`config.mk`:
```
export PLATFORM = sky130hd
export DESIGN_NAME = dual_ended_stack
export DESIGN_NICKNAME = d
export VERILOG_FILES = /design/src/hdl/des_pkg.sv /design/src/hdl/des_ram.sv /design/src/hdl/des_ctrl.sv /design/src/hdl/des_dp.sv /design/src/hdl/dual_ended_stack.sv
export VERILOG_INCLUDE_DIRS = /design/src /design/src/hdl
export SDC_FILE = /design/constraint.sdc
export NUM_CORES = 2
export LEC_CHECK = 0
export BUFFER_PORTS_ARGS = -buffer_cell sky130_fd_sc_hd__buf_2
export CAP_MARGIN = 25
export CORE_ASPECT_RATIO = 0.7
export CORE_UTILIZATION = 45
export DETAILED_ROUTE_END_ITERATION = 16
export MAX_ROUTING_LAYER = met4
export SKIP_CTS_REPAIR_TIMING = 1
export SLEW_MARGIN = 20
export SYNTH_ARGS = -nofsm -noshare
export SYNTH_HDL_FRONTEND = slang
export SYNTH_SLANG_ARGS = --single-unit
```
`constraint.sdc`:
```
create_clock -name aclk -period 5.36 [get_ports aclk]
set_input_delay 0 -clock aclk [delete_from_list [all_inputs] [get_ports aclk]]
set_output_delay 0 -clock aclk [all_outputs]
set_load 0.01 [all_outputs]
```
`src/hdl/dual_ended_stack_assert.svh`:
```
// Assertion macros for the dual-ended stack modules, used by the controller.
`ifndef DUAL_ENDED_STACK_ASSERT_SVH
`define DUAL_ENDED_STACK_ASSERT_SVH

// Same-cycle implication, sampled on aclk, off while in reset
`define DES_ASSERT_SAME(label, ante, cons) \
    label: assert property (@(posedge aclk) disable iff (!aresetn) (ante) |-> (cons)) \
        else $error("dual_ended_stack: check failed");

// Next-cycle implication, sampled on aclk, off while in reset
`define DES_ASSERT_NEXT(label, ante, cons) \
    label: assert property (@(posedge aclk) disable iff (!aresetn) (ante) |=> (cons)) \
        else $error("dual_ended_stack: check failed");

`endif

```
`src/hdl/des_pkg.sv`:
```
// Shared types and constants of the dual-ended stack.
`default_nettype none

package des_pkg;

    localparam int DATA_W    = 32;
    localparam int CAP_W     = 7;
    localparam int FUNC_W    = 3;
    localparam int STAT_W    = 2;
    localparam int ADDR_W    = 3;
    localparam int PDATA_W   = 32;
    localparam int DEPTH_DEF = 64;

    localparam logic [CAP_W-1:0] CAP_RESET = 7'd64;

    // Register index, taken from paddr[2]
    localparam logic REG_CAPACITY = 1'b0;

    typedef enum logic [FUNC_W-1:0] {
        FN_PUSH_L = 3'd0,
        FN_PUSH_R = 3'd1,
        FN_POP_L  = 3'd2,
        FN_POP_R  = 3'd3,
        FN_PEEK_L = 3'd4,
        FN_PEEK_R = 3'd5
    } func_t;

    typedef enum logic [STAT_W-1:0] {
        ST_OK        = 2'd0,
        ST_OVERFLOW  = 2'd1,
        ST_UNDERFLOW = 2'd2
    } stat_t;

    typedef enum logic [1:0] {
        S_IDLE,
        S_READ,
        S_RESP
    } state_t;

    typedef struct packed {
        logic exec;      // perform the accepted item's operation
        logic load_out;  // capture the result into the output registers
    } ctrl_cmd_t;

endpackage

`default_nettype wire

```
`src/hdl/des_ram.sv`:
```
// Generic single-port RAM with registered read.
`default_nettype none

module des_ram #(
    parameter int WIDTH = 32,
    parameter int DEPTH = 64
) (
    input  wire logic                     aclk,
    input  wire logic                     en,
    input  wire logic                     we,
    input  wire logic [$clog2(DEPTH)-1:0] addr,
    input  wire logic [WIDTH-1:0]         wdata,
    output logic      [WIDTH-1:0]         rdata
);

    logic [WIDTH-1:0] mem_reg [DEPTH];
    logic [WIDTH-1:0] rdata_reg;

    // Write on we, read old contents every enabled cycle
    always_ff @(posedge aclk) begin
        if (en) begin
            if (we) begin
                mem_reg[addr] <= wdata;
            end
            rdata_reg <= mem_reg[addr];
        end
    end

    assign rdata = rdata_reg;

endmodule

`default_nettype wire

```
`src/hdl/des_ctrl.sv`:
```
// Handshake controller of the dual-ended stack.
`default_nettype none

`include "dual_ended_stack_assert.svh"

module des_ctrl
    import des_pkg::*;
(
    input  wire logic aclk,
    input  wire logic aresetn,
    input  wire logic s_valid,
    output logic      s_ready,
    output logic      m_valid,
    input  wire logic m_ready,
    output ctrl_cmd_t cmd
);

    state_t state_reg;
    state_t state_next;

    // Hold state, clear on reset
    always_ff @(posedge aclk) begin
        if (!aresetn) begin
            state_reg <= S_IDLE;
        end else begin
            state_reg <= state_next;
        end
    end

    // Advance: accept, wait for the RAM read, then present the result
    always_comb begin
        state_next = state_reg;
        case (state_reg)
            S_IDLE: begin
                if (s_valid) begin
                    state_next = S_READ;
                end
            end
            S_READ: begin
                state_next = S_RESP;
            end
            S_RESP: begin
                if (m_ready) begin
                    state_next = s_valid ? S_READ : S_IDLE;
                end
            end
            default: begin
                state_next = S_IDLE;
            end
        endcase
    end

    // Drive handshakes and datapath commands
    always_comb begin
        s_ready      = 1'b0;
        m_valid      = 1'b0;
        cmd.load_out = 1'b0;
        case (state_reg)
            S_IDLE: begin
                s_ready = 1'b1;
            end
            S_READ: begin
                cmd.load_out = 1'b1;
            end
            S_RESP: begin
                m_valid = 1'b1;
                s_ready = m_ready;
            end
            default: begin
                s_ready = 1'b0;
            end
        endcase
        cmd.exec = s_valid && s_ready;
    end

    `DES_ASSERT_NEXT(a_exec_then_load, cmd.exec, cmd.load_out)
    `DES_ASSERT_NEXT(a_load_then_valid, cmd.load_out, m_valid)
    `DES_ASSERT_NEXT(a_busy_after_accept, s_valid && s_ready, !s_ready && !m_valid)

endmodule

`default_nettype wire

```
`src/hdl/des_dp.sv`:
```
// Datapath of the dual-ended stack: counts, capacity register, store, result.
`default_nettype none

module des_dp
    import des_pkg::*;
#(
    parameter int DEPTH = DEPTH_DEF
) (
    input  wire logic               aclk,
    input  wire logic               aresetn,
    input  wire ctrl_cmd_t          cmd,
    input  wire logic [FUNC_W-1:0]  s_func,
    input  wire logic signed [DATA_W-1:0] s_value,
    output logic signed [DATA_W-1:0] m_data,
    output logic [STAT_W-1:0]       m_status,
    output logic                    m_left_empty,
    output logic                    m_right_empty,
    output logic                    m_store_full,
    input  wire logic               psel,
    input  wire logic               penable,
    input  wire logic               pwrite,
    input  wire logic [ADDR_W-1:0]  paddr,
    input  wire logic [PDATA_W-1:0] pwdata,
    output logic [PDATA_W-1:0]      prdata,
    output logic                    pready
);

    localparam int AW = $clog2(DEPTH);
    localparam int IW = (AW > CAP_W) ? AW : CAP_W;
    localparam int DW = $clog2(DEPTH + 1);
    localparam int CW = (DW > CAP_W) ? DW : CAP_W;

    logic [CAP_W-1:0] cap_reg;
    logic [CAP_W-1:0] left_cnt_reg, left_cnt_next;
    logic [CAP_W-1:0] right_cnt_reg, right_cnt_next;
    stat_t            pstat_reg, pstat_next;
    logic             prd_reg, prd_next;

    logic signed [DATA_W-1:0] data_reg;
    stat_t                    status_reg;
    logic                     lempty_reg;
    logic                     rempty_reg;
    logic                     full_reg;

    logic              cfg_wr;
    logic [CW-1:0]     cap_ext;
    logic [CW-1:0]     cap_lim;
    logic [CAP_W-1:0]  cap_eff;
    logic [CAP_W:0]    cnt_sum;
    logic [CAP_W:0]    cnt_sum_next;
    logic              full_now;
    logic [CAP_W-1:0]  idx;
    logic [IW-1:0]     idx_ext;
    logic              ram_we;
    logic              ram_re;
    logic [DATA_W-1:0] ram_q;

    // Register port: one capacity register, always ready
    assign pready = 1'b1;
    assign cfg_wr = psel && penable && pwrite && (paddr[2] == REG_CAPACITY);
    assign prdata = (paddr[2] == REG_CAPACITY) ? PDATA_W'(cap_reg) : '0;

    // Saturate the capacity to the store depth
    assign cap_ext = CW'(cap_reg);
    assign cap_lim = (cap_ext > CW'(DEPTH)) ? CW'(DEPTH) : cap_ext;
    assign cap_eff = cap_lim[CAP_W-1:0];

    assign cnt_sum  = {1'b0, left_cnt_reg} + {1'b0, right_cnt_reg};
    assign full_now = cnt_sum >= {1'b0, cap_eff};

    // Decode the operation: new counts, store access, status
    always_comb begin
        left_cnt_next  = left_cnt_reg;
        right_cnt_next = right_cnt_reg;
        pstat_next     = ST_OK;
        prd_next       = 1'b0;
        ram_we         = 1'b0;
        ram_re         = 1'b0;
        idx            = left_cnt_reg;
        case (func_t'(s_func))
            FN_PUSH_L: begin
                if (full_now) begin
                    pstat_next = ST_OVERFLOW;
                end else begin
                    ram_we        = 1'b1;
                    idx           = left_cnt_reg;
                    left_cnt_next = left_cnt_reg + 1'b1;
                end
            end
            FN_PUSH_R: begin
                if (full_now) begin
                    pstat_next = ST_OVERFLOW;
                end else begin
                    ram_we         = 1'b1;
                    idx            = cap_eff - right_cnt_reg - 1'b1;
                    right_cnt_next = right_cnt_reg + 1'b1;
                end
            end
            FN_POP_L, FN_PEEK_L: begin
                if (left_cnt_reg == '0) begin
                    pstat_next = ST_UNDERFLOW;
                end else begin
                    ram_re   = 1'b1;
                    prd_next = 1'b1;
                    idx      = left_cnt_reg - 1'b1;
                    if (func_t'(s_func) == FN_POP_L) begin
                        left_cnt_next = left_cnt_reg - 1'b1;
                    end
                end
            end
            FN_POP_R, FN_PEEK_R: begin
                if (right_cnt_reg == '0) begin
                    pstat_next = ST_UNDERFLOW;
                end else begin
                    ram_re   = 1'b1;
                    prd_next = 1'b1;
                    idx      = cap_eff - right_cnt_reg;
                    if (func_t'(s_func) == FN_POP_R) begin
                        right_cnt_next = right_cnt_reg - 1'b1;
                    end
                end
            end
            default: begin
                pstat_next = ST_OK;
            end
        endcase
    end

    assign idx_ext = IW'(idx);

    // Word store
    des_ram #(
        .WIDTH(DATA_W),
        .DEPTH(DEPTH)
    ) u_store (
        .aclk  (aclk),
        .en    (cmd.exec && (ram_we || ram_re)),
        .we    (ram_we),
        .addr  (idx_ext[AW-1:0]),
        .wdata (s_value),
        .rdata (ram_q)
    );

    // Hold capacity and counts; a capacity write empties both stacks
    always_ff @(posedge aclk) begin
        if (!aresetn) begin
            cap_reg       <= CAP_RESET;
            left_cnt_reg  <= '0;
            right_cnt_reg <= '0;
        end else if (cfg_wr) begin
            cap_reg       <= pwdata[CAP_W-1:0];
            left_cnt_reg  <= '0;
            right_cnt_reg <= '0;
        end else if (cmd.exec) begin
            left_cnt_reg  <= left_cnt_next;
            right_cnt_reg <= right_cnt_next;
        end
    end

    // Hold the decode results until the read data returns
    always_ff @(posedge aclk) begin
        if (cmd.exec) begin
            pstat_reg <= pstat_next;
            prd_reg   <= prd_next;
        end
    end

    assign cnt_sum_next = {1'b0, left_cnt_reg} + {1'b0, right_cnt_reg};

    // Capture the result item
    always_ff @(posedge aclk) begin
        if (cmd.load_out) begin
            data_reg   <= prd_reg ? ram_q : '0;
            status_reg <= pstat_reg;
            lempty_reg <= (left_cnt_reg == '0);
            rempty_reg <= (right_cnt_reg == '0);
            full_reg   <= cnt_sum_next >= {1'b0, cap_eff};
        end
    end

    assign m_data        = data_reg;
    assign m_status      = status_reg;
    assign m_left_empty  = lempty_reg;
    assign m_right_empty = rempty_reg;
    assign m_store_full  = full_reg;

endmodule

`default_nettype wire

```
`src/hdl/dual_ended_stack.sv`:
```
// A result item is valid once its input item is accepted, the word store read
// is captured into the output registers in S_READ and S_RESP presents it.
// A new item is accepted only in S_IDLE, or in S_RESP as m_ready takes the result.
// Reset (aresetn low, synchronous): both stacks empty, capacity 64.
// The word store is not cleared; no clearing pass follows reset.
`default_nettype none

module dual_ended_stack
    import des_pkg::*;
#(
    parameter int DEPTH = DEPTH_DEF
) (
    input  wire logic                     aclk,
    input  wire logic                     aresetn,
    input  wire logic                     s_valid,
    output logic                          s_ready,
    input  wire logic [FUNC_W-1:0]        s_func,
    input  wire logic signed [DATA_W-1:0] s_value,
    output logic                          m_valid,
    input  wire logic                     m_ready,
    output logic signed [DATA_W-1:0]      m_data,
    output logic [STAT_W-1:0]             m_status,
    output logic                          m_left_empty,
    output logic                          m_right_empty,
    output logic                          m_store_full,
    input  wire logic                     psel,
    input  wire logic                     penable,
    input  wire logic                     pwrite,
    input  wire logic [ADDR_W-1:0]        paddr,
    input  wire logic [PDATA_W-1:0]       pwdata,
    output logic [PDATA_W-1:0]            prdata,
    output logic                          pready
);

    ctrl_cmd_t cmd;

    // Sequence items through the handshakes
    des_ctrl u_ctrl (
        .aclk    (aclk),
        .aresetn (aresetn),
        .s_valid (s_valid),
        .s_ready (s_ready),
        .m_valid (m_valid),
        .m_ready (m_ready),
        .cmd     (cmd)
    );

    // Stack pointers, store and result registers
    des_dp #(
        .DEPTH(DEPTH)
    ) u_dp (
        .aclk          (aclk),
        .aresetn       (aresetn),
        .cmd           (cmd),
        .s_func        (s_func),
        .s_value       (s_value),
        .m_data        (m_data),
        .m_status      (m_status),
        .m_left_empty  (m_left_empty),
        .m_right_empty (m_right_empty),
        .m_store_full  (m_store_full),
        .psel          (psel),
        .penable       (penable),
        .pwrite        (pwrite),
        .paddr         (paddr),
        .pwdata        (pwdata),
        .prdata        (prdata),
        .pready        (pready)
    );

endmodule

`default_nettype wire
```
==> summary.md <==
| Metric | Value |
|---|---|
| Status | complete, no violations |
| DRT Pass-1 Iters | 8 |
| Grt met1 use | 41.0% |
| CTS max path bufs | 4 |
| R2R Setup Slk | about 0.21 ns |
| Worst skew pair latency | about 0.85 ns |
| Worst Tran Pin Value | roughly 0.91 ns |
| Max incr delay on CP | about 0.4 ns |
| Kind of start point of the critical path | flop |
| Async S/R FF share, synth | 0% |
| Pin count of the biggest net entering global routing | 109 |
| Synth warn | 0 |
| I/O pin cnt | 149 |
| Yosys reg bits | 2,143 |
| Yosys cell types | 84 |
| Final setup fails | 0 |
| CTS Sinks | between 2,000 and 2,500 |
| Remaining global-route overflow | 0 |
| Die Wd | 522 um |
| Detailed placement HPWL | 158 mm |
| Leakage | roughly 36 nW |
| Die height | ~370 um |
| EDFF count, synth | 2,120 |
| Share of total power in combinational logic | 11.9% |
| Psw | 8.88 mW |
| Vias in the first global route | between 40,000 and 50,000 |
| CP Class | reg2reg |
| Dominant synthesized flop cell | edfxtp_1 |
| Hold_sp | m_ready |
| Final Hold Viols | 0 |
| Final net count | 6,559 |
| Crit path max fanout | 17 |
| Pwr dens | around 360 nW/um2 |
| Fin cells | 9,127 |
| DRC viols | 0 |
| Cell count of the worst reg-to-reg path | 22 |
| CTS Root Cell | clkbuf_16 |
| Sw frac | 24.3% |
| Worst min-delay path class | in2reg |
| Hold Path Stages | 5 |
| Dpl ws | -0.169 ns |
| Average footprint of a synthesized cell | 14.6 um2 |
| Int Pwr | 27.6 mW |
| Die ar. | 191,000 um2 |
| Clock Power Share | 37.2% |
| R2r startpoint | u_dp.right_cnt_reg[0]$_SDFFE_PP0P_ |
| Final Total Pwr | 36.5 mW |
| Period minus WS final | just over 5 ns |
| Final Skew | 0.0487 ns |
| Sequential share of power | 50.9% |
| Crit end category | flop |
| WL/cell | 27.9 um |
| Synth Cell Area | around 85,000 um2 |
| Layout cell share with drive strength beyond 1 | 17.3% |
| Largest register FFs | 2,048 |
| Synth Instances | 5,838 |
| Final WS setup | 0.208 ns |
| CP cell instances | ha_1 > fa_2 > a21o_1 > a21oi_2 > o21bai_1 > a21oi_1 > xnor2_1 > ha_1 > nand4_1 > o2111a_1 > inv_2 > o21ai_1 > buf_4 > a21oi_4 > buf_12 > buf_12 > mux2i_1 > a22o_1 > o2111ai_1 > a2111oi_2 > buf_4 > nand4_1 |
| Initial antenna violation count | 13 |
| Worst EP arrival | 5.71 ns |
| Number of max-cap violations | 0 |
| Fmax | approximately 190 MHz |
| 1st-iter DRT viols | 7,287 |
| Initial Utilization | 45.3% |
| Grt met2 use | 36.6% |
| GRT busiest layer | met1 |
| Global Route Usage Sum | a little over a quarter |
| H-tree Lvls | 4 |
| Fillers | 15,000 |
| Drt total wl | 255 mm |
| Reg-to-reg critical path endpoint | u_dp.u_store.rdata[13]$_DFFE_PP_ |
| Met3 usage | 6.10% |
| Worst slew margin | 37.5% |
| Vias/cell | 5.95 |
| Register area share after synthesis | between 70% and 80% |
| DP Cell Count | just under 9,000 |
| Core area | 188,000 um2 |
| Setup TNS after final layout | 0 ns |
| Area growth from synthesis to final layout | 19.8% |
| CTS tree | done |
| Post-DRT Antenna Nets | 0 |
| Num CTS Buffers | 199 |
| Req. time, crit path | 5.92 ns |
| Row cnt | 133 |
| Worst Hold End | u_ctrl.state_reg[1]$_SDFFE_PN0P_ |
| Clock-pin transition on the worst setup and hold timing paths | about 0.060 ns |
| Crit-path slowest cell | a21oi_4 |
| Max Transition Viols Final | 0 |
| First-pass GRT wire length | 361 mm |
| Vias | around 54,000 |
| GP Congestion | 0.899 |
| Peak VDD IR | 0.289 mV |
| Port Buffers | 95 |
| Final worst-path cycle share | roughly 96% |
[how the worst max path moves through the flow]
stage,startpoint,end,slack [ns],cells past startpoint
floorplan,u_dp.left_cnt_reg[0]$_SDFFE_PP0P_,u_dp.u_store.mem_reg[4][0]$_DFFE_PP_,-0.51,20
global placement,u_dp.right_cnt_reg[0]$_SDFFE_PP0P_,u_dp.u_store.rdata[31]$_DFFE_PP_,-0.71,22
detailed placement,u_dp.right_cnt_reg[0]$_SDFFE_PP0P_,u_dp.u_store.rdata[31]$_DFFE_PP_,-0.17,23
CTS,u_dp.right_cnt_reg[0]$_SDFFE_PP0P_,u_dp.u_store.rdata[31]$_DFFE_PP_,-0.20,23
global route,u_dp.right_cnt_reg[1]$_SDFFE_PP0P_,u_dp.u_store.rdata[13]$_DFFE_PP_,-0.0006,22
finish,u_dp.right_cnt_reg[0]$_SDFFE_PP0P_,u_dp.u_store.rdata[13]$_DFFE_PP_,0.21,22
[kinds of logic (layout without fill, tap and decap cells)]
| logic type | count (synthesis) | count (layout) | share of synthesized area, % |
|---|---|---|---|
| DFF | 2143 | 2143 | 75.3 |
| and+or+nand+nor | 1517 | 1517 | 7.70 |
| AOI/OAI and AO/OA | 1453 | 1453 | 11.2 |
| buffers and inverters | 437 | 1181 | 2.38 |
| muxes | 235 | 235 | 2.76 |
| adders and majority gates | 30 | 30 | 0.464 |
| xor gates and xnor gates | 21 | 21 | 0.216 |
| other | 2 | 50 | 0.00882 |
[critical path: cells and delay by family (launching register included)]
family	cells	cell delay, ns
XOR/XNOR	1	0.09
multiplexers	1	0.19
AND/OR/NAND/NOR	2	0.23
flip-flops	1	0.32
buffers and inverters	5	0.90
AO/OA/AOI/OAI	10	2.19
adder cells (fa/ha/maj)	3	0.91
[cells in the mapped netlist, types with 47 or more instances]
cell / count / area [um2]
nor2_1: 139 / 522
clkbuf_1: 212 / 796
buf_2: 111 / 556
a2111oi_0: 53 / 464
a22oi_1: 116 / 871
buf_4: 52 / 390
nand3_1: 362 / 1810
a21o_1: 254 / 1910
a21oi_1: 656 / 3280
a211oi_1: 174 / 1310
nand2_1: 865 / 3250
a22o_1: 47 / 412
mux2i_1: 235 / 2350
edfxtp_1: 2120 / 63700
[stage by stage]
stage	instance area [um2]	hold WS (ns)	util, %
CTS	101000	-0.637	53.8
global placement	94700	0.229	50.4
detailed placement	95000	0.237	50.6
finish	102000	0.0330	54.3
global route	102000	0.0388	54.3
floorplan	85300	0.0429	-
[power groups by stage]
stage | Sequential (mW) | Clock, mW | Combinational [mW]
after floorplan | 18.9 | 0 | 2.19
after global placement | 18.9 | 0 | 4.12
after detailed placement | 18.9 | 0 | 4.19
after CTS | 18.6 | 13.7 | 4.21
after global routing | 18.6 | 14.3 | 4.66
final | 18.6 | 13.6 | 4.36
[metal layers]
metal  wire length (um)  vias to the layer above  part of all wire (%)
met5                  0                        -                     0
met4               4510                        0                   1.8
met3              28100                      311                    11
met2             108000                     2815                    43
met1             114000                    27600                    45
li1                   -                    23600                     -
[area by class of cell]
cell class                      count  area [um2]  area share [%]
Timing Repair Buffer              804        8680            8.51
Clock inverter                    101         768           0.753
Clock buffer                      253        5260            5.15
Sequential cell                  2143       64100            62.8
Antenna cell                       24        60.1          0.0589
Multi-Input combinational cell   3282       20000            19.6
Tap cell                         2497        3120            3.06
Inverter                           23        86.3          0.0846
[cells in the final DEF (no fill, tap or decap), drive strengths merged, types with 5 or more instances in the layout]
cell type    Yosys  layout
dfxtp           23      23
and3            11      11
nand2b           7       7
nor2b           13      13
a22o            47      47
ha              26      26
inv             23      25
nand3          364     364
conb             2      26
xor2             8       8
a211oi         174     174
a2111oi         59      59
and4             5       5
and2            35      35
nor2           141     141
nand2          865     865
clkinv           0      85
mux2i          235     235
nor3            10      10
o2111ai         28      28
a21oi          657     657
dlygate4sd3      0      59
o31ai           30      30
a211o           14      14
a22oi          116     116
a21o           254     254
o22ai            6       6
xnor2           13      13
edfxtp        2120    2120
a31oi           11      11
buf            202     743
nor4             8       8
bufinv           0      12
or3              7       7
o21ai           20      20
diode            0      24
clkbuf         212     255
nand4           37      37
(Power assumes the default switching activity.)
